### config.mk
export PLATFORM = sky130hd
export DESIGN_NAME = c8_alu
export DESIGN_NICKNAME = d
export VERILOG_FILES = /design/src/sv/c8_pkg.sv /design/src/sv/c8_alu.sv
export SDC_FILE = /design/constraint.sdc
export NUM_CORES = 1
export LEC_CHECK = 0
export BUFFER_PORTS_ARGS = -buffer_cell sky130_fd_sc_hd__buf_2
export CAP_MARGIN = 20
export CORE_MARGIN = 2
export CORE_UTILIZATION = 25
export DETAILED_ROUTE_END_ITERATION = 8
export SYNTH_ARGS = -nofsm -noshare
export SYNTH_HDL_FRONTEND = slang
export SYNTH_SLANG_ARGS = --single-unit
### constraint.sdc
create_clock -name vclk -period 2.9
set_input_delay 0.29 -clock vclk [all_inputs]
set_output_delay 0.29 -clock vclk [all_outputs]
set_load 0.1 [all_outputs]
### src/sv/c8_pkg.sv
`default_nettype none
package c8_pkg;

  localparam int MEM_BYTES_DEF = 4096;
  localparam int STACK_DEPTH_DEF = 16;
  localparam int PROGRAM_START_DEF = 512;

  localparam int SCR_ROWS = 32;
  localparam int SCR_W = 64;
  localparam int SCR_RW = $clog2(SCR_ROWS);

  localparam int FONT_LEN = 80;
  localparam logic [7:0] FONT [FONT_LEN] = '{
    8'hF0, 8'h90, 8'h90, 8'h90, 8'hF0, 8'h20, 8'h60, 8'h20, 8'h20, 8'h70,
    8'hF0, 8'h10, 8'hF0, 8'h80, 8'hF0, 8'hF0, 8'h10, 8'hF0, 8'h10, 8'hF0,
    8'h90, 8'h90, 8'hF0, 8'h10, 8'h10, 8'hF0, 8'h80, 8'hF0, 8'h10, 8'hF0,
    8'hF0, 8'h80, 8'hF0, 8'h90, 8'hF0, 8'hF0, 8'h10, 8'h20, 8'h40, 8'h40,
    8'hF0, 8'h90, 8'hF0, 8'h90, 8'hF0, 8'hF0, 8'h90, 8'hF0, 8'h10, 8'hF0,
    8'hF0, 8'h90, 8'hF0, 8'h90, 8'h90, 8'hE0, 8'h90, 8'hE0, 8'h90, 8'hE0,
    8'hF0, 8'h80, 8'h80, 8'h80, 8'hF0, 8'hE0, 8'h90, 8'h90, 8'h90, 8'hE0,
    8'hF0, 8'h80, 8'hF0, 8'h80, 8'hF0, 8'hF0, 8'h80, 8'hF0, 8'h80, 8'h80
  };

  typedef enum logic [2:0] {
    OP_EXEC, OP_WRMEM, OP_RDMEM, OP_RDPIX, OP_SETDLY, OP_SETSND, OP_START, OP_STOP
  } op_t;

  typedef enum logic [3:0] {
    ALU_MOV, ALU_OR, ALU_AND, ALU_XOR, ALU_ADD, ALU_SUB, ALU_SHR, ALU_SUBN, ALU_SHL
  } alu_fn_t;

  localparam logic [15:0] OPC_CLS = 16'h00E0;
  localparam logic [15:0] OPC_RET = 16'h00EE;
  localparam logic [7:0] KK_SKP = 8'h9E;
  localparam logic [7:0] KK_SKNP = 8'hA1;
  localparam logic [7:0] KK_LDDT = 8'h07;
  localparam logic [7:0] KK_WAITK = 8'h0A;
  localparam logic [7:0] KK_SETDT = 8'h15;
  localparam logic [7:0] KK_SETST = 8'h18;
  localparam logic [7:0] KK_ADDI = 8'h1E;
  localparam logic [7:0] KK_FONT = 8'h29;
  localparam logic [7:0] KK_BCD = 8'h33;
  localparam logic [7:0] KK_STORE = 8'h55;
  localparam logic [7:0] KK_LOAD = 8'h65;

endpackage
`default_nettype wire

### src/sv/c8_alu.sv
`default_nettype none
module c8_alu (
  input  wire c8_pkg::alu_fn_t fn,
  input  wire logic [7:0]      a,
  input  wire logic [7:0]      b,
  output logic [7:0]           res,
  output logic                 flag
);
  logic [8:0] sum;

  assign sum = {1'b0, a} + {1'b0, b};

  always_comb begin
    res = b;
    flag = 1'b0;
    unique case (fn)
      c8_pkg::ALU_MOV: res = b;
      c8_pkg::ALU_OR: res = a | b;
      c8_pkg::ALU_AND: res = a & b;
      c8_pkg::ALU_XOR: res = a ^ b;
      c8_pkg::ALU_ADD: begin
        res = sum[7:0];
        flag = sum[8];
      end
      c8_pkg::ALU_SUB: begin
        res = a - b;
        flag = (a >= b);
      end
      c8_pkg::ALU_SHR: begin
        res = {1'b0, a[7:1]};
        flag = a[0];
      end
      c8_pkg::ALU_SUBN: begin
        res = b - a;
        flag = (b >= a);
      end
      c8_pkg::ALU_SHL: begin
        res = {a[6:0], 1'b0};
        flag = a[7];
      end
      default: res = b;
    endcase
  end
endmodule
`default_nettype wire

### Word level (Yosys, flattened, before mapping)

Cells that the tools add are included.

| cells by class | value |
|---|---|
| $add $sub $neg | 3 |
| bitwise operators | 3 |
| order comparisons | 2 |
| eq/ne operators | 8 |
| muxes and demuxes | 2 |

Operator list:

| cell | count |
|---|---|
| one-hot mux 8 bit (8 select lines) | 1 |
| == test 4 x 3 -> 1 bit (second input constant) | 4 |
| >= comparator 8 bit | 2 |
| subtractor 8 bit | 2 |
| adder 8 x 8 -> 9 bit | 1 |
| AND 8 bit | 1 |
| == test 4 x 2 -> 1 bit (second input constant) | 2 |
| bitwise OR 8 bit | 1 |
| bitwise XOR 8 bit | 1 |
| one-hot mux 1 bit (5 select lines) | 1 |
| == test 4 x 1 -> 1 bit (second input constant) | 1 |
| == test 4 bit (second input constant) | 1 |

| word-level totals | value |
|---|---|
| input bits | 20 |
| output and inout bits | 9 |
| bits in registers | 0 |

### Depth between registers and ports, before layout

Gate-level depths: netlist (run 1).

| depth | value |
|---|---|
| depth in word-level cells | 2 |
| gate-level depth with buffers | 9 |
| gate-level depth less buffers | 8 |

### Least setup slack after synthesis (run 1)

OpenSTA, ideal clock, no wires.

| path | value |
|---|---|
| path kind | input to output |
| from | input a[0] |
| to | output res[4] |
| required time | 2.610 ns |
| path slack | -0.861 ns |
| stages on the path | 7 |
| arrival | 3.471 ns |
| path buffers | 0 |
| path through | ha_1 inv_1 fa_1 nand2b_1 a21oi_1 nor3_1 o31ai_1 |

| between the ends | value |
|---|---|
| cells in the longest elaborated chain, start to end | 2 |

RTL lines:

| what | RTL line | RTL |
|---|---|---|
| start, declared | c8_alu.sv:4 | `input wire logic [7:0] a,` |
| subtractor 8 bit, or another cell as far along | c8_alu.sv:34 | `res = b - a;` |
| one-hot mux 8 bit (8 select lines) * | c8_alu.sv:16 | `unique case (fn)` |
| end, declared | c8_alu.sv:6 | `output logic [7:0] res,` |

Mark *: on every way between the ends. The rest lies on a longest branch, timed or not.

### Worst setup path after layout (run 1)

| path | value |
|---|---|
| from | input a[0] |
| to | output res[6] |

The elaborated chain is that of the path after synthesis.

==> results of run 1 <==
[synthesized netlist by cell type (3+ instances only)]
library cell / instances / area share
a32oi_1: 5 / 0.021
fa_1: 3 / 0.029
and3_1: 3 / 0.0090
buf_4: 4 / 0.014
a22o_1: 4 / 0.017
nand2_1: 15 / 0.027
a21o_1: 4 / 0.014
o2111ai_1: 4 / 0.017
mux2i_1: 4 / 0.019
nor2b_1: 7 / 0.021
or3_1: 5 / 0.015
o21ai_0: 13 / 0.031
inv_1: 30 / 0.054
nand2b_1: 6 / 0.018
nand4_1: 3 / 0.0090
nor4_1: 4 / 0.012
buf_2: 10 / 0.024
nand3_1: 12 / 0.029
o31ai_1: 5 / 0.018
a21oi_1: 19 / 0.046
nor2_1: 14 / 0.025
o21bai_1: 4 / 0.014
a31oi_1: 4 / 0.012
o311ai_0: 3 / 0.013
and2_1: 3 / 0.0090
nand3b_1: 3 / 0.011
a221oi_1: 8 / 0.034
o211ai_1: 3 / 0.011
ha_1: 34 / 0.20
nor3_1: 13 / 0.031
nor3b_1: 5 / 0.018
[worst max-delay path: stages]
cell	delay, ns
buf_2	0.13
inv_1	0.07
ha_1	0.24
fa_2	0.37
o21ba_2	0.24
o21ba_2	0.22
o211ai_1	0.17
a21oi_1	0.09
o41a_1	0.44
buf_6	0.20
[where the power goes]
part           switching (mW)  internal (mW)  total, mW  leakage [nW]
Combinational           0.370          0.206      0.576          1.08
Sequential                  0              0          0             0
Clock                       0              0          0             0
[kinds of logic after synthesis]
| kind of cell | Yosys count | synth area share |
|---|---|---|
| compound gates | 99 | 0.350 |
| xor+xnor | 3 | 0.0126 |
| simple gates | 102 | 0.272 |
| buf+inv | 49 | 0.109 |
| fa+ha+maj | 37 | 0.233 |
| mux | 5 | 0.0246 |
[cell type report]
class | instances | area (sq um)
fill | 868 | 5590
inverter | 31 | 116
tap | 105 | 131
timing repair buffer | 48 | 399
multi-input combinational | 246 | 1890
[final timing paths]
path | from | end | slack, ns | depth (start not counted)
max | a[0] | res[6] | 0.16 | 10
min | b[0] | res[0] | 1.07 | 4
[metrics by stage]
stage          cells  total power, mW  hold slack [ns]  instance area (sq um)
2_1_floorplan    295            0.382            0.910                   2110
3_3_place_gp     430            0.559             1.06                   2520
3_5_place_dp     430            0.559             1.07                   2520
4_1_cts          430            0.562             1.07                   2520
5_1_grt          430            0.616             1.09                   2540
6_report         430            0.576             1.07                   2540
[layer usage]
| layer | global-route usage | part of all wire | routed length, um | vias up |
|---|---|---|---|---|
| li1 | - | - | - | 1171 |
| met4 | 0.0447 | 0.023 | 174 | 0 |
| met5 | 0 | 0 | 0 | - |
| met2 | 0.277 | 0.47 | 3550 | 120 |
| met3 | 0.0166 | 0.076 | 574 | 22 |
| met1 | 0.226 | 0.43 | 3240 | 1192 |
==> impl_metrics.json, run 1 <==
{
  "status": "finished clean",
  "rows": 33,
  "synthCells": 295,
  "antenna_left": 0,
  "hold_class": "primary input to primary output",
  "finalNetCount": 384,
  "cts-resized-gates": 0,
  "ir_worst_vdd_uv": 185,
  "pre_cts_ws_ns": 0.0246,
  "worstSetupPathType": "primary input to primary output",
  "wl_per_cell_um": 17.5,
  "rsz0062_at_grt": "false",
  "initial_utilization": 0.257,
  "diodes": 0,
  "mostFrequentLayoutCells": "ha_1, inv_1, buf_2",
  "setup_viol": 0,
  "netlist_area_sq_um": 2090,
  "via_per_inst": 5.83,
  "seqCellArea_sq_um": 0,
  "cp.arrival_ns": 2.45,
  "drc": 0,
  "critPathLaunchType": "primary input",
  "cts_setup_buffers": 0,
  "critPathMaxFanout": 5,
  "nClkBuffers": 0,
  "fin_util": 0.312,
  "layout-drive-gt1-share": 0.191,
  "fmax_mhz": 365,
  "setup_tns_ns": 0,
  "synth_cell_types": 63,
  "ios": 29,
  "routabilityCongestion": 0.957,
  "antenna_found_initial": 0,
  "leakage_nw": 1.08,
  "post-dp-hpwl_um": 5990,
  "final_hold_viol_count": 0,
  "synth_warnings": 0,
  "fin_crit_sh": 0.945,
  "num_vias": 2505,
  "slew_violations": 0,
  "first_global_vias": 2403,
  "cts_hold_buf": 0,
  "setup_slack_ns": 0.159,
  "drtIter0Drc": 286,
  "die_y_um": 95.4,
  "min_period_ns": 2.74,
  "required_ns": 2.61,
  "grt_max_degree": 17,
  "grt_pass1_wl_um": 12000,
  "grt_usage": 0.166,
  "port_buffers": 29,
  "dieArea_sq_um": 9090,
  "syn-num-nets": 352,
  "max-cap-violations": 0,
  "relSlewSlack": 0.592,
  "fp.dieW_um": 95.4,
  "power.density_nw_per_um2": 227,
  "routed_wl_um": 7540,
  "cp-end-kind": "primary output",
  "drt-pass1-iter-count": 5,
  "seq_cell_count": 0,
  "final_common_cell": "ha_1",
  "area_growth_pct": 21.7,
  "core-area_sq_um": 8130,
  "tightest_slew_ns": 0.610,
  "avgSynthCellArea_sq_um": 7.07,
  "yosysSeqAreaShare": 0,
  "grt-ovfl-total": 0
}
Power figures use the tool's default switching activity.
==> inputs of run 2 (changes only) <==
- BUFFER_PORTS_ARGS: -buffer_cell sky130_fd_sc_hd__buf_2 -> -buffer_cell sky130_fd_sc_hd__clkbuf_2
==> run 2 against run 1 <==
Against the previous run:
- count of clock-buffer cells in the layout unchanged
- utilization up 0.89 points
- critical path depth unchanged
- design area up 2.9%
- global-route usage up 0.68 points
==> impl_metrics.json, run 2 (synthesized netlist as in run 1, its figures left out) <==
{
  "status": "finished clean",
  "power.share.switching": 0.628,
  "antenna_found_initial": 0,
  "drc": 0,
  "seqPwrFrac": 0,
  "hold_class": "primary input to primary output",
  "hold_depth": 4,
  "post-dp-hpwl_um": 6150,
  "cts_hold_buf": 0,
  "fin_util": 0.321,
  "p_sw_mw": 0.373,
  "slew_violations": 0,
  "power_mw": 0.594,
  "power_frac_comb": 1.000,
  "wl_per_cell_um": 17.6,
  "area_growth_pct": 25.2,
  "tightest_slew_ns": 0.593,
  "via_per_inst": 5.89,
  "port_buffers": 29,
  "layout-drive-gt1-share": 0.205,
  "cp-end-kind": "primary output",
  "dp_cells": 437,
  "grt_max_degree": 20,
  "mostFrequentLayoutCells": "ha_1, inv_1, buf_4",
  "num_vias": 2576,
  "max-cap-violations": 0,
  "power.density_nw_per_um2": 227,
  "drt-pass1-iter-count": 5,
  "min_to": "res[0]",
  "diodes": 0,
  "setup_tns_ns": 0,
  "final_common_cell": "ha_1",
  "seqCellArea_sq_um": 0,
  "rsz0062_at_grt": "false",
  "grt_usage": 0.172,
  "cp.arrival_ns": 2.45,
  "routabilityCongestion": 0.925,
  "fin_crit_sh": 0.944,
  "grt_pass1_wl_um": 12600,
  "leakage_nw": 1.12,
  "nClkBuffers": 0,
  "initial_utilization": 0.257,
  "antenna_left": 0,
  "required_ns": 2.61,
  "grt-ovfl-total": 0,
  "die_y_um": 95.4,
  "seq_cell_count": 0,
  "relSlewSlack": 0.603,
  "fp.dieW_um": 95.4,
  "dieArea_sq_um": 9090,
  "ir_worst_vdd_uv": 191,
  "clockPowerShare": 0,
  "internal-power_mw": 0.221,
  "first_global_vias": 2455,
  "final_hold_viol_count": 0,
  "fin_cells": 437,
  "rows": 33,
  "min_period_ns": 2.74,
  "drtIter0Drc": 318,
  "critPathMaxFanout": 14,
  "core-area_sq_um": 8130,
  "fillers": 866,
  "routed_wl_um": 7690,
  "finalNetCount": 391,
  "ios": 29,
  "worstSetupPathType": "primary input to primary output",
  "critPathLaunchType": "primary input",
  "fmax_mhz": 365,
  "hold_path.startpoint": "b[0]",
  "setup_viol": 0
}
[run 2: cell types whose count changed in the layout (fill, tap and decap cells not counted), sizes merged]
cell / previous run / this run
buf: 47 / 35
clkbuf: 1 / 20
[run 2: per-stage QoR]
stage          hold WS (ns)  cell area, sq um  setup WS [ns]
6_report               1.06              2610          0.162
5_1_grt                1.09              2610        0.00213
4_1_cts                1.06              2610          0.119
3_5_place_dp           1.06              2610          0.137
2_1_floorplan         0.910              2110        0.00918
3_3_place_gp           1.06              2610          0.137
[run 2: critical path, stage by stage]
cell	delay, ns
clkbuf_2	0.15
inv_1	0.09
ha_1	0.47
buf_4	0.22
nand2b_1	0.13
a221oi_1	0.33
nor3_1	0.12
mux2i_1	0.13
o32a_1	0.33
buf_12	0.18
[run 2: repair_timing]
action,CTS,global route
setup endpoints to repair,0,3
setup buffers,0,0
resized for setup,0,2
[run 2: power groups by stage]
stage / clock network, mW / logic, mW / registers (mW)
floorplan: 0 / 0.382 / 0
global placement: 0 / 0.584 / 0
detailed placement: 0 / 0.583 / 0
CTS: 0 / 0.586 / 0
global route: 0 / 0.637 / 0
finish: 0 / 0.594 / 0
[run 2: layout make-up]
cell class         instances  area (sq um)  share of cell area
multi-input cells        246          1890               0.723
well taps                105           131              0.0503
inverters                 31           116              0.0445
repair buffers            55           475               0.182
[run 2: routing by layer]
metal | track usage | wire length [um] | part of all wire | up-vias
met3 | 0.0142 | 599 | 0.078 | 16
met2 | 0.294 | 3680 | 0.48 | 142
met4 | 0.0302 | 157 | 0.020 | 0
met1 | 0.239 | 3250 | 0.42 | 1225
met5 | 0 | 0 | 0 | -
li1 | - | - | - | 1193
[run 2: worst max-delay path by stage]
| stage | start | to | slack [ns] |
|---|---|---|---|
| 2_1_floorplan | a[0] | res[4] | 0.009 |
| 3_3_place_gp | a[5] | res[7] | 0.14 |
| 3_5_place_dp | a[0] | res[6] | 0.14 |
| 4_1_cts | a[0] | res[6] | 0.12 |
| 5_1_grt | a[4] | flag | 0.002 |
| 6_report | a[4] | res[7] | 0.16 |
